--- config.mk ---
export PLATFORM = sky130hd
export DESIGN_NAME = imu_axis_moving_average_with_bias_cal_core
export DESIGN_NICKNAME = d
export VERILOG_FILES = /design/src/rtl/core/ima_pkg.sv /design/src/rtl/core/ima_avg_ring.sv /design/src/rtl/core/imu_axis_moving_average_with_bias_cal_core.sv
export SDC_FILE = /design/constraint.sdc
export NUM_CORES = 1
export LEC_CHECK = 0
export BUFFER_PORTS_ARGS = -buffer_cell sky130_fd_sc_hd__buf_2
export CELL_PAD_IN_SITES_DETAIL_PLACEMENT = 0
export CELL_PAD_IN_SITES_GLOBAL_PLACEMENT = 2
export CORE_AREA = 2 2 298 300
export CTS_CLUSTER_SIZE = 12
export DETAILED_ROUTE_END_ITERATION = 8
export DIE_AREA = 0 0 300 302
export PLACE_DENSITY_LB_ADDON = 0.1
export SYNTH_ARGS = -nofsm -noshare
export SYNTH_HDL_FRONTEND = slang
export SYNTH_SLANG_ARGS = --single-unit
--- constraint.sdc ---
create_clock -name clock -period 7.6 [get_ports clock]
set_input_delay 0.76 -clock clock [delete_from_list [all_inputs] [get_ports clock]]
set_output_delay 0.76 -clock clock [all_outputs]
set_load 0.02 [all_outputs]
--- src/rtl/core/ima_pkg.sv ---
// ----------------------------------------------------------------------------
// ima_pkg
// Shared constants and helper functions for the IMU axis moving average core.
// ----------------------------------------------------------------------------
package ima_pkg;

   // Width of one axis sample and of one axis result.
   localparam int SAMPLE_W = 16;

   // Number of axes carried in one item.
   localparam int NUM_AXES = 3;

   // Default depth of the averaging ring and length of a calibration run.
   localparam int DEF_AVG_DEPTH   = 8;
   localparam int DEF_CAL_SAMPLES = 32;

   // Control register port.
   localparam int CSR_IDX_W  = 2;
   localparam int CSR_DATA_W = 1;

   localparam logic [CSR_IDX_W-1:0] CSR_USE_OFFSET = 2'd0;
   localparam logic [CSR_IDX_W-1:0] CSR_NEGATE_YZ  = 2'd1;

   // Floor of log2 for a positive constant.
   function automatic int floor_log2(input int value);
      return $clog2(value + 1) - 1;
   endfunction

   // Width of a ring sum shifted right by floor(log2(depth)).
   function automatic int avg_width(input int depth);
      return SAMPLE_W + $clog2(depth) - floor_log2(depth);
   endfunction

endpackage

--- src/rtl/core/ima_avg_ring.sv ---
// ----------------------------------------------------------------------------
// ima_avg_ring
// One axis of the moving average: a ring of recent samples with a running
// sum, and a registered average of the ring after each push.
// ----------------------------------------------------------------------------
module ima_avg_ring #(
   parameter int DEPTH = ima_pkg::DEF_AVG_DEPTH
) (
   input  logic                                          clock,
   input  logic                                          reset,
   input  logic                                          push,
   input  logic signed [ima_pkg::SAMPLE_W-1:0]           sample,
   output logic signed [ima_pkg::avg_width(DEPTH)-1:0]   avg
);

   localparam int SLOT_W = (DEPTH > 1) ? $clog2(DEPTH) : 1;
   localparam int SUM_W  = ima_pkg::SAMPLE_W + $clog2(DEPTH);
   localparam int SHIFT  = ima_pkg::floor_log2(DEPTH);
   localparam int AVG_W  = ima_pkg::avg_width(DEPTH);

   logic signed [ima_pkg::SAMPLE_W-1:0] ring_ff [DEPTH];
   logic        [SLOT_W-1:0]            slot_ff;
   logic        [SLOT_W-1:0]            slot_in;
   logic signed [SUM_W-1:0]             sum_ff;
   logic signed [SUM_W-1:0]             sum_in;
   logic signed [AVG_W-1:0]             avg_ff;
   logic signed [SUM_W:0]               sum_wide;

   // The running sum drops the oldest entry and takes in the new sample.
   always_comb begin
      sum_wide = (SUM_W+1)'(sum_ff) - (SUM_W+1)'(ring_ff[slot_ff]) + (SUM_W+1)'(sample);
      sum_in   = sum_wide[SUM_W-1:0];
      slot_in  = (slot_ff == SLOT_W'(DEPTH - 1)) ? '0 : slot_ff + SLOT_W'(1);
   end

   // Ring, write slot and sum registers; the average follows each push.
   always_ff @(posedge clock) begin
      if (reset) begin
         for (int i = 0; i < DEPTH; i++) begin
            ring_ff[i] <= '0;
         end
         slot_ff <= '0;
         sum_ff  <= '0;
      end else if (push) begin
         ring_ff[slot_ff] <= sample;
         slot_ff          <= slot_in;
         sum_ff           <= sum_in;
      end
   end

   // Average register; only meaningful once a push has taken place.
   always_ff @(posedge clock) begin
      if (push) begin
         avg_ff <= AVG_W'(sum_in >>> SHIFT);
      end
   end

   assign avg = avg_ff;

endmodule

--- src/rtl/core/imu_axis_moving_average_with_bias_cal_core.sv ---
// ----------------------------------------------------------------------------
// imu_axis_moving_average_with_bias_cal_core
// Three-axis moving average with optional bias correction, Y/Z negation and
// bias calibration over a run of marked items.
// ----------------------------------------------------------------------------
// The core accepts one item per clock cycle while req_stall is low. After
// an item is accepted, the first register it reaches holds the ring
// averages, the second the corrected result. Each axis keeps a running sum
// of its last AVG_DEPTH samples, so the average costs one add and one
// subtract no matter how deep the ring is. With use_offset set the stored
// bias is subtracted, with negate_yz set Y and Z change sign, and any result
// that does not fit 16 bits is wrapped and flagged. Items marked calibrate
// add their results into per-axis sums; the item that completes a run of
// CAL_SAMPLES loads the new bias, which then applies from the next item on.
// A stalled result holds the pipeline; no input is taken while both stages
// are full and the output is stalled.
module imu_axis_moving_average_with_bias_cal_core #(
   parameter int AVG_DEPTH   = ima_pkg::DEF_AVG_DEPTH,
   parameter int CAL_SAMPLES = ima_pkg::DEF_CAL_SAMPLES
) (
   input  logic                                  clock,
   input  logic                                  reset,

   input  logic                                  csr_we,
   input  logic [ima_pkg::CSR_IDX_W-1:0]         csr_index,
   input  logic [ima_pkg::CSR_DATA_W-1:0]        csr_wdata,

   input  logic                                  req_valid,
   output logic                                  req_stall,
   input  logic signed [ima_pkg::SAMPLE_W-1:0]   req_sample_x,
   input  logic signed [ima_pkg::SAMPLE_W-1:0]   req_sample_y,
   input  logic signed [ima_pkg::SAMPLE_W-1:0]   req_sample_z,
   input  logic                                  req_sample_valid,
   input  logic                                  req_calibrate,

   output logic                                  rsp_valid,
   input  logic                                  rsp_stall,
   output logic signed [ima_pkg::SAMPLE_W-1:0]   rsp_out_x,
   output logic signed [ima_pkg::SAMPLE_W-1:0]   rsp_out_y,
   output logic signed [ima_pkg::SAMPLE_W-1:0]   rsp_out_z,
   output logic                                  rsp_overflow,
   output logic                                  rsp_calibration_done
);

   localparam int NAX    = ima_pkg::NUM_AXES;
   localparam int SW     = ima_pkg::SAMPLE_W;
   localparam int AVG_W  = ima_pkg::avg_width(AVG_DEPTH);
   localparam int CORR_W = AVG_W + 2;
   localparam int CNT_W  = $clog2(CAL_SAMPLES);
   localparam int CSUM_W = SW + $clog2(CAL_SAMPLES);
   localparam int CSHIFT = ima_pkg::floor_log2(CAL_SAMPLES);

   // Control registers.
   logic use_offset_ff;
   logic negate_yz_ff;

   // Pipeline control.
   logic req_accept;
   logic out_take;
   logic mid_adv;
   logic mid_valid_ff;
   logic mid_valid_in;
   logic mid_cal_ff;
   logic rsp_valid_ff;
   logic rsp_valid_in;

   // Datapath.
   logic signed [SW-1:0]     sample_sel [NAX];
   logic signed [AVG_W-1:0]  avg        [NAX];
   logic signed [SW-1:0]     res        [NAX];
   logic signed [CSUM_W-1:0] cal_sum_in [NAX];
   logic signed [SW-1:0]     bias_in    [NAX];
   logic                     ovf_in;
   logic                     done_in;

   // Calibration state.
   logic signed [CSUM_W-1:0] cal_sum_ff [NAX];
   logic signed [SW-1:0]     bias_ff    [NAX];
   logic        [CNT_W-1:0]  cal_count_ff;

   // Result registers.
   logic signed [SW-1:0] out_ff [NAX];
   logic                 ovf_ff;
   logic                 done_ff;

   // Control register writes; indexes beyond the list are ignored.
   always_ff @(posedge clock) begin
      if (reset) begin
         use_offset_ff <= 1'b0;
         negate_yz_ff  <= 1'b0;
      end else if (csr_we) begin
         unique case (csr_index)
            ima_pkg::CSR_USE_OFFSET: use_offset_ff <= csr_wdata[0];
            ima_pkg::CSR_NEGATE_YZ:  negate_yz_ff  <= csr_wdata[0];
            default: ;
         endcase
      end
   end

   // Handshake: the average stage moves on whenever the result register is
   // free or being taken.
   assign out_take   = !rsp_valid_ff || !rsp_stall;
   assign mid_adv    = mid_valid_ff && out_take;
   assign req_stall  = mid_valid_ff && !out_take;
   assign req_accept = req_valid && !req_stall;

   always_comb begin
      mid_valid_in = req_accept ? 1'b1 : (mid_adv ? 1'b0 : mid_valid_ff);
      rsp_valid_in = mid_adv ? 1'b1 : (rsp_stall ? rsp_valid_ff : 1'b0);
   end

   // A timed-out sample pushes zeros into every ring.
   assign sample_sel[0] = req_sample_valid ? req_sample_x : '0;
   assign sample_sel[1] = req_sample_valid ? req_sample_y : '0;
   assign sample_sel[2] = req_sample_valid ? req_sample_z : '0;

   // One averaging ring per axis.
   for (genvar g = 0; g < NAX; g++) begin : g_axis
      ima_avg_ring #(
         .DEPTH (AVG_DEPTH)
      ) u_ring (
         .clock  (clock),
         .reset  (reset),
         .push   (req_accept),
         .sample (sample_sel[g]),
         .avg    (avg[g])
      );
   end

   // Bias correction, negation, wrap detection and calibration sums.
   always_comb begin
      logic signed [CORR_W-1:0] corr;
      logic signed [CSUM_W-1:0] shifted;
      ovf_in = 1'b0;
      for (int a = 0; a < NAX; a++) begin
         corr = CORR_W'(avg[a]);
         if (use_offset_ff) begin
            corr = corr - CORR_W'(bias_ff[a]);
         end
         if (negate_yz_ff && (a != 0)) begin
            corr = -corr;
         end
         res[a] = corr[SW-1:0];
         if (corr != CORR_W'(res[a])) begin
            ovf_in = 1'b1;
         end
         cal_sum_in[a] = cal_sum_ff[a] + CSUM_W'(res[a]);
         shifted       = cal_sum_in[a] >>> CSHIFT;
         bias_in[a]    = shifted[SW-1:0];
      end
      done_in = mid_cal_ff && (cal_count_ff == CNT_W'(CAL_SAMPLES - 1));
   end

   // Pipeline valid flags and the calibration state.
   always_ff @(posedge clock) begin
      if (reset) begin
         mid_valid_ff <= 1'b0;
         rsp_valid_ff <= 1'b0;
         cal_count_ff <= '0;
         for (int a = 0; a < NAX; a++) begin
            cal_sum_ff[a] <= '0;
            bias_ff[a]    <= '0;
         end
      end else begin
         mid_valid_ff <= mid_valid_in;
         rsp_valid_ff <= rsp_valid_in;
         if (mid_adv && mid_cal_ff) begin
            if (done_in) begin
               cal_count_ff <= '0;
               for (int a = 0; a < NAX; a++) begin
                  cal_sum_ff[a] <= '0;
                  bias_ff[a]    <= bias_in[a];
               end
            end else begin
               cal_count_ff <= cal_count_ff + CNT_W'(1);
               for (int a = 0; a < NAX; a++) begin
                  cal_sum_ff[a] <= cal_sum_in[a];
               end
            end
         end
      end
   end

   // Payload registers of both stages.
   always_ff @(posedge clock) begin
      if (req_accept) begin
         mid_cal_ff <= req_calibrate;
      end
      if (mid_adv) begin
         for (int a = 0; a < NAX; a++) begin
            out_ff[a] <= res[a];
         end
         ovf_ff  <= ovf_in;
         done_ff <= done_in;
      end
   end

   assign rsp_valid            = rsp_valid_ff;
   assign rsp_out_x            = out_ff[0];
   assign rsp_out_y            = out_ff[1];
   assign rsp_out_z            = out_ff[2];
   assign rsp_overflow         = ovf_ff;
   assign rsp_calibration_done = done_ff;

   // A stalled result must keep the average stage from moving on.
   a_stall_holds_mid: assert property (@(posedge clock) disable iff (reset)
      (rsp_valid_ff && rsp_stall) |-> !mid_adv)
      else $error("average stage advanced into a stalled result");

   // The calibration count never reaches the run length.
   a_cal_count_range: assert property (@(posedge clock) disable iff (reset)
      cal_count_ff <= CNT_W'(CAL_SAMPLES - 1))
      else $error("calibration count out of range");

   // A completed calibration leaves the count and the X axis sum cleared.
   a_cal_restart: assert property (@(posedge clock) disable iff (reset)
      (mid_adv && done_in) |=> (cal_count_ff == '0) && (cal_sum_ff[0] == '0))
      else $error("calibration state not cleared after completion");

   // Every item that leaves the average stage shows up as a valid result.
   a_result_follows: assert property (@(posedge clock) disable iff (reset)
      mid_adv |=> rsp_valid_ff)
      else $error("result lost after average stage");

endmodule
Word-level counts from Yosys, hierarchy flattened --
Memories as Yosys holds them, arrays and structs flattened. A register that Yosys moved wholly into a read port is not among the register bits. Cells that the tools add are included.
Word-level totals: flip-flop bits (word level) 126, memories 6, bits of input ports 58, RAM bits 543, output and inout bits 52, logic and storage cells 133
Memories:
- g_axis[0].u_ring.ring_ff | words 8, bits a word 16, rd ports 1, clocked after Yosys merged registers in 1, write ports 8, RTL line ima_avg_ring.sv:21 | logic signed [ima_pkg::SAMPLE_W-1:0] ring_ff [DEPTH];
- g_axis[1].u_ring.ring_ff | words 8, bits a word 16, rd ports 1, clocked after Yosys merged registers in 1, write ports 8, RTL line ima_avg_ring.sv:21
- g_axis[2].u_ring.ring_ff | words 8, bits a word 16, rd ports 1, clocked after Yosys merged registers in 1, write ports 8, RTL line ima_avg_ring.sv:21
- cal_sum_ff | words 3, bits a word 21, rd ports 3, clocked after Yosys merged registers in 0, write ports 3, RTL line imu_axis_moving_average_with_bias_cal_core.sv:77 | logic signed [CSUM_W-1:0] cal_sum_ff [NAX];
- bias_ff | words 3, bits a word 16, rd ports 3, clocked after Yosys merged registers in 0, write ports 3, RTL line imu_axis_moving_average_with_bias_cal_core.sv:78 | logic signed [SW-1:0] bias_ff [NAX];
- out_ff | words 3, bits a word 16, rd ports 3, clocked after Yosys merged registers in 0, write ports 3, RTL line imu_axis_moving_average_with_bias_cal_core.sv:82 | logic signed [SW-1:0] out_ff [NAX];
Cells by class: eq/ne operators 9, add/subtract/negate cells 18, bitwise logic cells 9, reductions and logical operators 18, mux-type cells 56
Operator list (number):
- 16-bit 2-to-1 mux | 9
- 21-bit 2-to-1 mux | 6
- 18-bit 2-to-1 mux | 5
- 21-bit by 16-bit adder with 21-bit output | 3
- 19-bit by 16-bit adder with 19-bit output | 3
- 19-bit by 16-bit subtractor with 19-bit output | 3
- 16-bit by 16-bit subtractor with 17-bit output | 3
- 16-bit OR reduction | 3
- 3-bit 2-to-1 mux | 12
- 18-bit negation | 2
- 1-bit 2-to-1 mux | 23
- 3-bit by 1-bit adder with 3-bit output, second input constant | 3
- 3-bit == test, second input constant | 3
- 1-bit bitwise OR | 9
- 2-bit by 1-bit inequality test with 1-bit output | 3
- 5-bit by 1-bit adder with 5-bit output, second input constant | 1
- 5-bit == test, second input constant | 1
- 1-bit logical AND | 5
- 5-bit 2-to-1 mux | 1
- 1-bit logical NOT | 4
- 2-bit AND reduction | 2
- 2-bit by 1-bit == test with 1-bit output, second input constant | 1
- 2-bit logical NOT | 1
- 2-bit by 1-bit inequality test with 1-bit output, second input constant | 1
- other kinds (3) | 3

Depth between registers and ports, before layout --
Gate-level depths: netlist of the first run.
depth after elaboration 11, gate-level depth with buffers 26, gate-level depth less buffers 23

By module --
Synthesis of the first run repeated with hierarchy kept, for this count alone.
Second synthesis, totals: cells, all modules 3460, area total of the unflattened synthesis 39447.8 µm²
By module, submodules not included:
- imu_axis_moving_average_with_bias_cal_core | instances 1, cells an instance 1357, seq. area each 5044.8 µm², area each 12919.9 µm²
- ima_avg_ring at g_axis[0].u_ring | instances 1, cells an instance 708, seq. area each 4824.6 µm², area each 8853.5 µm²
- ima_avg_ring at g_axis[2].u_ring | instances 1, cells an instance 693, seq. area each 4824.6 µm², area each 8839.7 µm²
- ima_avg_ring at g_axis[1].u_ring | instances 1, cells an instance 702, seq. area each 4824.6 µm², area each 8834.7 µm²

Worst setup path after synthesis of the first run --
No wires, ideal clock.
path type register to register, from register use_offset_ff, to memory bias_ff[0][47] (netlist name), data pin, data required time 7.335 ns, cell stages (with the launch flop) 25, slack 2.271 ns, arrival 5.064 ns, library setup time 0.265 ns, clock period less this slack 5.329 ns, buffers on the path 7, path through dfxtp_1 buf_2 buf_2 buf_2 buf_1 buf_2 clkbuf_1 buf_1 a21o_1 ha_1 and3_1 nor4b_1 a41oi_1 nand3b_1 nand2_1 xor2_1 ha_1 or3_1 o21ai_0 a31oi_1 a21o_1 a21oi_1 o21ai_0 xnor3_1 nor2_1
RTL lines:
- from (decl) | RTL line imu_axis_moving_average_with_bias_cal_core.sv:54 | logic use_offset_ff;
- from (signal assigned) | RTL line imu_axis_moving_average_with_bias_cal_core.sv:93 | ima_pkg::CSR_USE_OFFSET: use_offset_ff <= csr_wdata[0];
- to (decl) | RTL line imu_axis_moving_average_with_bias_cal_core.sv:78

==> metrics.cfg, run 1 <==
[outcome]
status = complete, no violations

[logic_synthesis]
synth.distinct_cells = 93
synth_edf_count = 594
synthCells = 3290
netlist_area_um2 = 37200
synth_nets = 3587
synth_seq_area_share = 0.525
synth_seq_cells = 678
synth_area_per_cell_um2 = 11.3
synthFlopType = edfxtp_1
async_flop_share = 0
ys_warn_count = 0

[place]
place.gp.congestion = 0.832
hpwlAfterDp_um = 63500
dpl-instance-area_um2 = 39000
post-place-cells = 4474
numPortBuffers = 109

[timing]
grt_setup_unrepaired = false
period_needed_ns = 5.45
max_freq_mhz = 184
hold_violations = 0
fin_setup_tns_ns = 0
holdWs_ns = 0.322
post-route-period-util = 0.717
worstMarginPinSlew_ns = 1.08
slew_viol_final = 0
setup_violations = 0
fin_skew_ns = 0.0225
slew-limit-headroom = 0.277

[global_route]
grt_overflow = 0
grt_max_degree = 67
grt_pass1_vias = 25400
antenna_found_initial = 0
track_usage = 0.211
grt_pass1_wl_um = 147000

[die]
die_x_um = 300
fp-row-count = 109
die_h_um = 302
ioPinCount = 110
design.die.area_um2 = 90600
start_util = 0.425
coreArea_um2 = 87600

[finish]
final_common_cell = nor2_1
fin_cells = 4618
stdcell_area_um2 = 41500
area_growth_pct = 11.7
layout_common_cells = 607 x nor2_1, 594 x edfxtp_1, 274 x nand2_1
num-nets-final = 3686
drive_gt1_frac = 0.134

[worst_setup_path]
worst_setup_path_start_kind = flip-flop
crit_arrival_ns = 5.80
crit_path_max_fanout = 6
crit_start = g_axis[2].u_ring.avg[0]
timing.rr.start = g_axis[2].u_ring.avg[0]
critPathRequiredTime_ns = 7.95
end_kind = flip-flop
criticalPathCategory = reg -> reg

[clock_network]
cts_buffers = 78
htree_levels = 3
cts_tree = done
postCtsSetupBuffers = 0
clock_latency_ns = 0.64
clockBufferDepth = 3
cts_root_buf = clkbuf_16
cts_resized = 0
ctsHoldBuffers = 0
cts_num_sinks = 678
clk_pin_slew_ns = 0.06

[power]
ir_worst_vdd_v = 0.000172
p_leak_nw = 16.3
p_per_area_nw_per_um2 = 350

[job]
maxCapViolations = 0

[routing]
num_vias = 24800
via_per_inst = 5.38
drt_iter0_drc = 1460
ant_nets = 0
wl_um = 94900
dr.pass1.iters = 5
drc = 0
wl_per_cell_um = 20.6

[hold_path]
hp-start = req_calibrate
worstHoldPathType = in -> reg

through the flow:
| step | utilization | setup WS (ns) | power [mW] |
|---|---|---|---|
| 2_1_floorplan | - | 2.27 | 9.35 |
| 3_3_place_gp | 0.445 | 2.25 | 10.7 |
| 3_5_place_dp | 0.445 | 2.14 | 10.8 |
| 4_1_cts | 0.474 | 2.18 | 14.6 |
| 5_1_grt | 0.474 | 1.64 | 15.5 |
| 6_report | 0.474 | 2.15 | 14.5 |
logic make-up (layout without fill, tap and decap cells):
group                    after synthesis  count (layout)  share of synthesized area
multiplexers                         175             175                     0.0820
flip-flops                           678             678                      0.525
buffers and inverters                385             547                     0.0397
AND/OR/NAND/NOR                     1161            1161                      0.134
adder cells (fa/ha/maj)              239             239                     0.0926
XOR/XNOR                             158             158                     0.0382
other                                  0               1                          0
AO/OA/AOI/OAI                        494             494                     0.0883
power by group:
group | internal, mW | switching, mW | leakage (nW)
combinational | 2.33 | 3.51 | 8.33
sequential | 4.66 | 0.244 | 6.73
clock | 2.19 | 1.57 | 1.25
total | 9.19 | 5.33 | 16.3
final timing paths:
| check | end | slack [ns] | depth (start not counted) |
|---|---|---|---|
| worst max-delay path | cal_sum_ff[0][62] | 2.15 | 23 |
| worst min-delay path | mid_cal_ff | 0.32 | 1 |
| worst max register to register | cal_sum_ff[0][62] | 2.15 | 23 |
| worst min register to register | g_axis[0].u_ring.sum_ff[11] | 0.45 | 2 |
worst max-delay path, stage by stage (launching register included):
cell	delay, ns
edfxtp_1	0.37
inv_1	0.06
ha_1	0.22
fa_1	0.40
nand2b_1	0.23
o2bb2ai_1	0.17
xnor2_1	0.15
o31a_1	0.30
or2_2	0.30
a2111oi_0	0.40
nand2_1	0.10
o21ai_0	0.22
xnor2_1	0.19
ha_1	0.35
a21o_1	0.22
a211oi_1	0.24
o21ai_0	0.17
nand3_1	0.14
a31oi_1	0.14
a21o_1	0.20
a21oi_1	0.20
o21ai_0	0.13
xnor3_1	0.23
nor2_1	0.05
cell usage after synthesis, drive strengths merged (68+ instances only):
cell type	n	area (um2)
edfxtp	594	17800
nand2	277	1040
xnor2	88	778
o21ai	80	404
a21oi	166	842
dfxtp	84	1680
inv	258	968
ha	179	2240
mux4	96	2160
xor2	68	596
clkbuf	97	368
nor2	607	2280
area by class of cell:
cell class,count,area [um2]
multi-input cells,2227,16200
diodes,1,2.50
clock inverters,41,420
clock buffers,102,2120
inverters,259,975
flip-flops and latches,678,19500
repair buffers,145,818
fillers,8050,46000
well taps,1165,1460
routing by layer:
metal  vias up  global-route usage  routed length [um]
met5         -                   0                   0
met4         0              0.0479                1430
met3       101              0.0331                4970
met2       532               0.336               43400
met1     12300               0.303               45100
li1      11900                   -                   -
flip-flops by register name (all words and copies together), names as in the netlist, named ones only:
name	cells
g_axis.u_ring.slot_ff	9
out_ff	48
mid_cal_ff	1
mid_valid_ff	1
cal_sum_ff	63
negate_yz_ff	1
rsp_valid	1
g_axis.u_ring.ring_ff	384
use_offset_ff	1
cal_count_ff	5
rsp_overflow	1
rsp_calibration_done	1
g_axis.u_ring.avg	48
bias_ff	48
g_axis.u_ring.sum_ff	57
Note: power is estimated with default switching activity, not from simulation.
==> inputs of run 2 (changes only) <==
CORE_AREA = 2 2 312 314   (was 2 2 298 300)
DIE_AREA = 0 0 314 316   (was 0 0 300 302)
clock period = 4.4 ns   (was 7.6 ns; I/O delays follow)
==> run 2 against run 1 <==
  * The run now ends with negative setup slack left
  * Wire length increased by 6.8%
  * Cell area increased by 11%
  * Worst setup slack got worse by 2.7 ns
  * Clock-buffer cell count increased by 13
  * Critical endpoint is now bias_ff[0][31]
  * Largest power group unchanged
==> metrics.cfg, run 2 (synthesis gave the netlist of run 1 again) <==
[die]
coreArea_um2 = 96000
die_h_um = 316
design.die.area_um2 = 99200
fp-row-count = 114
die_x_um = 314
ioPinCount = 110
start_util = 0.387

[timing]
period_needed_ns = 4.93
worst_slack_ns = -0.525
fin_skew_ns = 0.0224
hold_violations = 0
fin_setup_tns_ns = -6.99
slew_viol_final = 0
setup_violations = 36
post-route-period-util = 1.12
max_freq_mhz = 203
grt_setup_unrepaired = true
slew-limit-headroom = 0.318
worstMarginPinSlew_ns = 1.02

[outcome]
status = finished, violations left
violations = negative setup slack

[global_route]
track_usage = 0.203
grt_pass1_vias = 27000
grt_overflow = 0
grt_max_degree = 70
antenna_found_initial = 0
grt_pass1_wl_um = 156000

[power]
ir_worst_vdd_v = 0.000293
p_leak_nw = 18.6
p_per_area_nw_per_um2 = 621
total_power_mw = 28.7

[finish]
drive_gt1_frac = 0.268
layout_common_cells = 601 x nor2_1, 594 x edfxtp_1, 439 x buf_4
num-nets-final = 4111
fin_cells = 5158
largest_reg_flops = 384
antenna_cells = 0
final_common_cell = nor2_1
area_growth_pct = 24.2
stdcell_area_um2 = 46200
reg_top3 = g_axis.u_ring.ring_ff (384), cal_sum_ff (63), g_axis.u_ring.sum_ff (57)
regMostFlops = g_axis.u_ring.ring_ff

[clock_network]
cts_buffers = 81
clock_latency_ns = 0.66
htree_levels = 3
clockBufferDepth = 3
clk_pin_slew_ns = 0.06
cts_num_sinks = 678
cts_root_buf = clkbuf_16
cts_tree = done

[routing]
wl_per_cell_um = 19.7
drc = 0
drt_iter0_drc = 1969
dr.pass1.iters = 6
ant_nets = 0
via_per_inst = 5.17
num_vias = 26600
wl_um = 101000

[hold_path]
worstHoldPathType = in -> reg
holdPathStages = 2

[place]
dpl-instance-area_um2 = 42000
hpwlAfterDp_um = 69700
place.gp.congestion = 0.842
post-place-cells = 4946
numPortBuffers = 109
post-place-ws_ns = -0.583

[job]
maxCapViolations = 0

[worst_setup_path]
crit_path_max_fanout = 4
r2r_cells = 25
criticalPathCategory = reg -> reg
end_kind = flip-flop
critPathRequiredTime_ns = 4.79
worst_setup_path_start_kind = flip-flop
crit_arrival_ns = 5.32

==> run 2: cell types whose count changed in the layout (fill, tap and decap cells not counted), sizes merged <==
cell	previous run	this run
diode	1	0
buf	145	566
inv	262	261
clkbuf	102	115
clkinv	31	32
bufinv	6	1
dlygate4sd3	0	1
==> run 2: cell type report <==
| cell class | count | area, um2 |
|---|---|---|
| Multi-Input combinational cell | 2227 | 17400 |
| Fill cell | 8772 | 49800 |
| Clock inverter | 36 | 292 |
| Timing Repair Buffer | 567 | 4130 |
| Tap cell | 1276 | 1600 |
| Inverter | 259 | 975 |
| Sequential cell | 678 | 19500 |
| Clock buffer | 115 | 2280 |
==> run 2: per-stage QoR <==
stage	utilization	hold WS [ns]
2_1_floorplan	-	0.436
3_3_place_gp	0.438	0.444
3_5_place_dp	0.438	0.448
4_1_cts	0.474	0.0140
5_1_grt	0.481	0.0650
6_report	0.481	0.0574
==> run 2: final timing paths <==
kind | to | startpoint | slack (ns)
setup / recovery | bias_ff[0][31] | g_axis[1].u_ring.avg[0] | -0.53
hold / removal | mid_valid_ff | req_valid | 0.06
setup reg to reg | bias_ff[0][31] | g_axis[1].u_ring.avg[0] | -0.53
hold reg to reg | g_axis[1].u_ring.sum_ff[15] | g_axis[1].u_ring.sum_ff[15] | 0.45
==> run 2: power breakdown <==
group | switching (mW) | leakage, nW | internal [mW]
registers | 0.405 | 6.73 | 8.06
clock network | 2.77 | 1.25 | 3.70
logic | 7.16 | 10.7 | 6.58
==> run 2: worst max-delay path: stages, from the launching register on <==
cell       delay [ns]
edfxtp_1         0.38
inv_2            0.08
ha_4             0.13
inv_2            0.04
fa_2             0.38
nand3_4          0.11
a21oi_2          0.06
or3_1            0.36
nand3_2          0.12
o311ai_4         0.11
or3b_4           0.42
buf_4            0.15
buf_4            0.12
or3_4            0.36
nand2_4          0.11
xor2_4           0.19
ha_4             0.19
nor3_1           0.07
nor2_1           0.15
nand2_1          0.13
o2111ai_2        0.24
and2_4           0.17
buf_4            0.11
o211a_1          0.15
nor2_1           0.05
mux2_4           0.28
==> run 2: routing by layer <==
metal,vias to the layer above,global-route usage,share of wire
met5,-,0,0
met4,0,0.0501,0.016
met3,111,0.0293,0.049
met2,548,0.319,0.45
met1,13200,0.297,0.48
li1,12800,-,-
==> run 2: timing repair <==
item,CTS,global route
endpoints found under the setup margin,63,91
buffers inserted,34,26
pin swaps,82,68
resized for setup,135,100
hold endpoints to repair,1,0
hold buffers,1,0
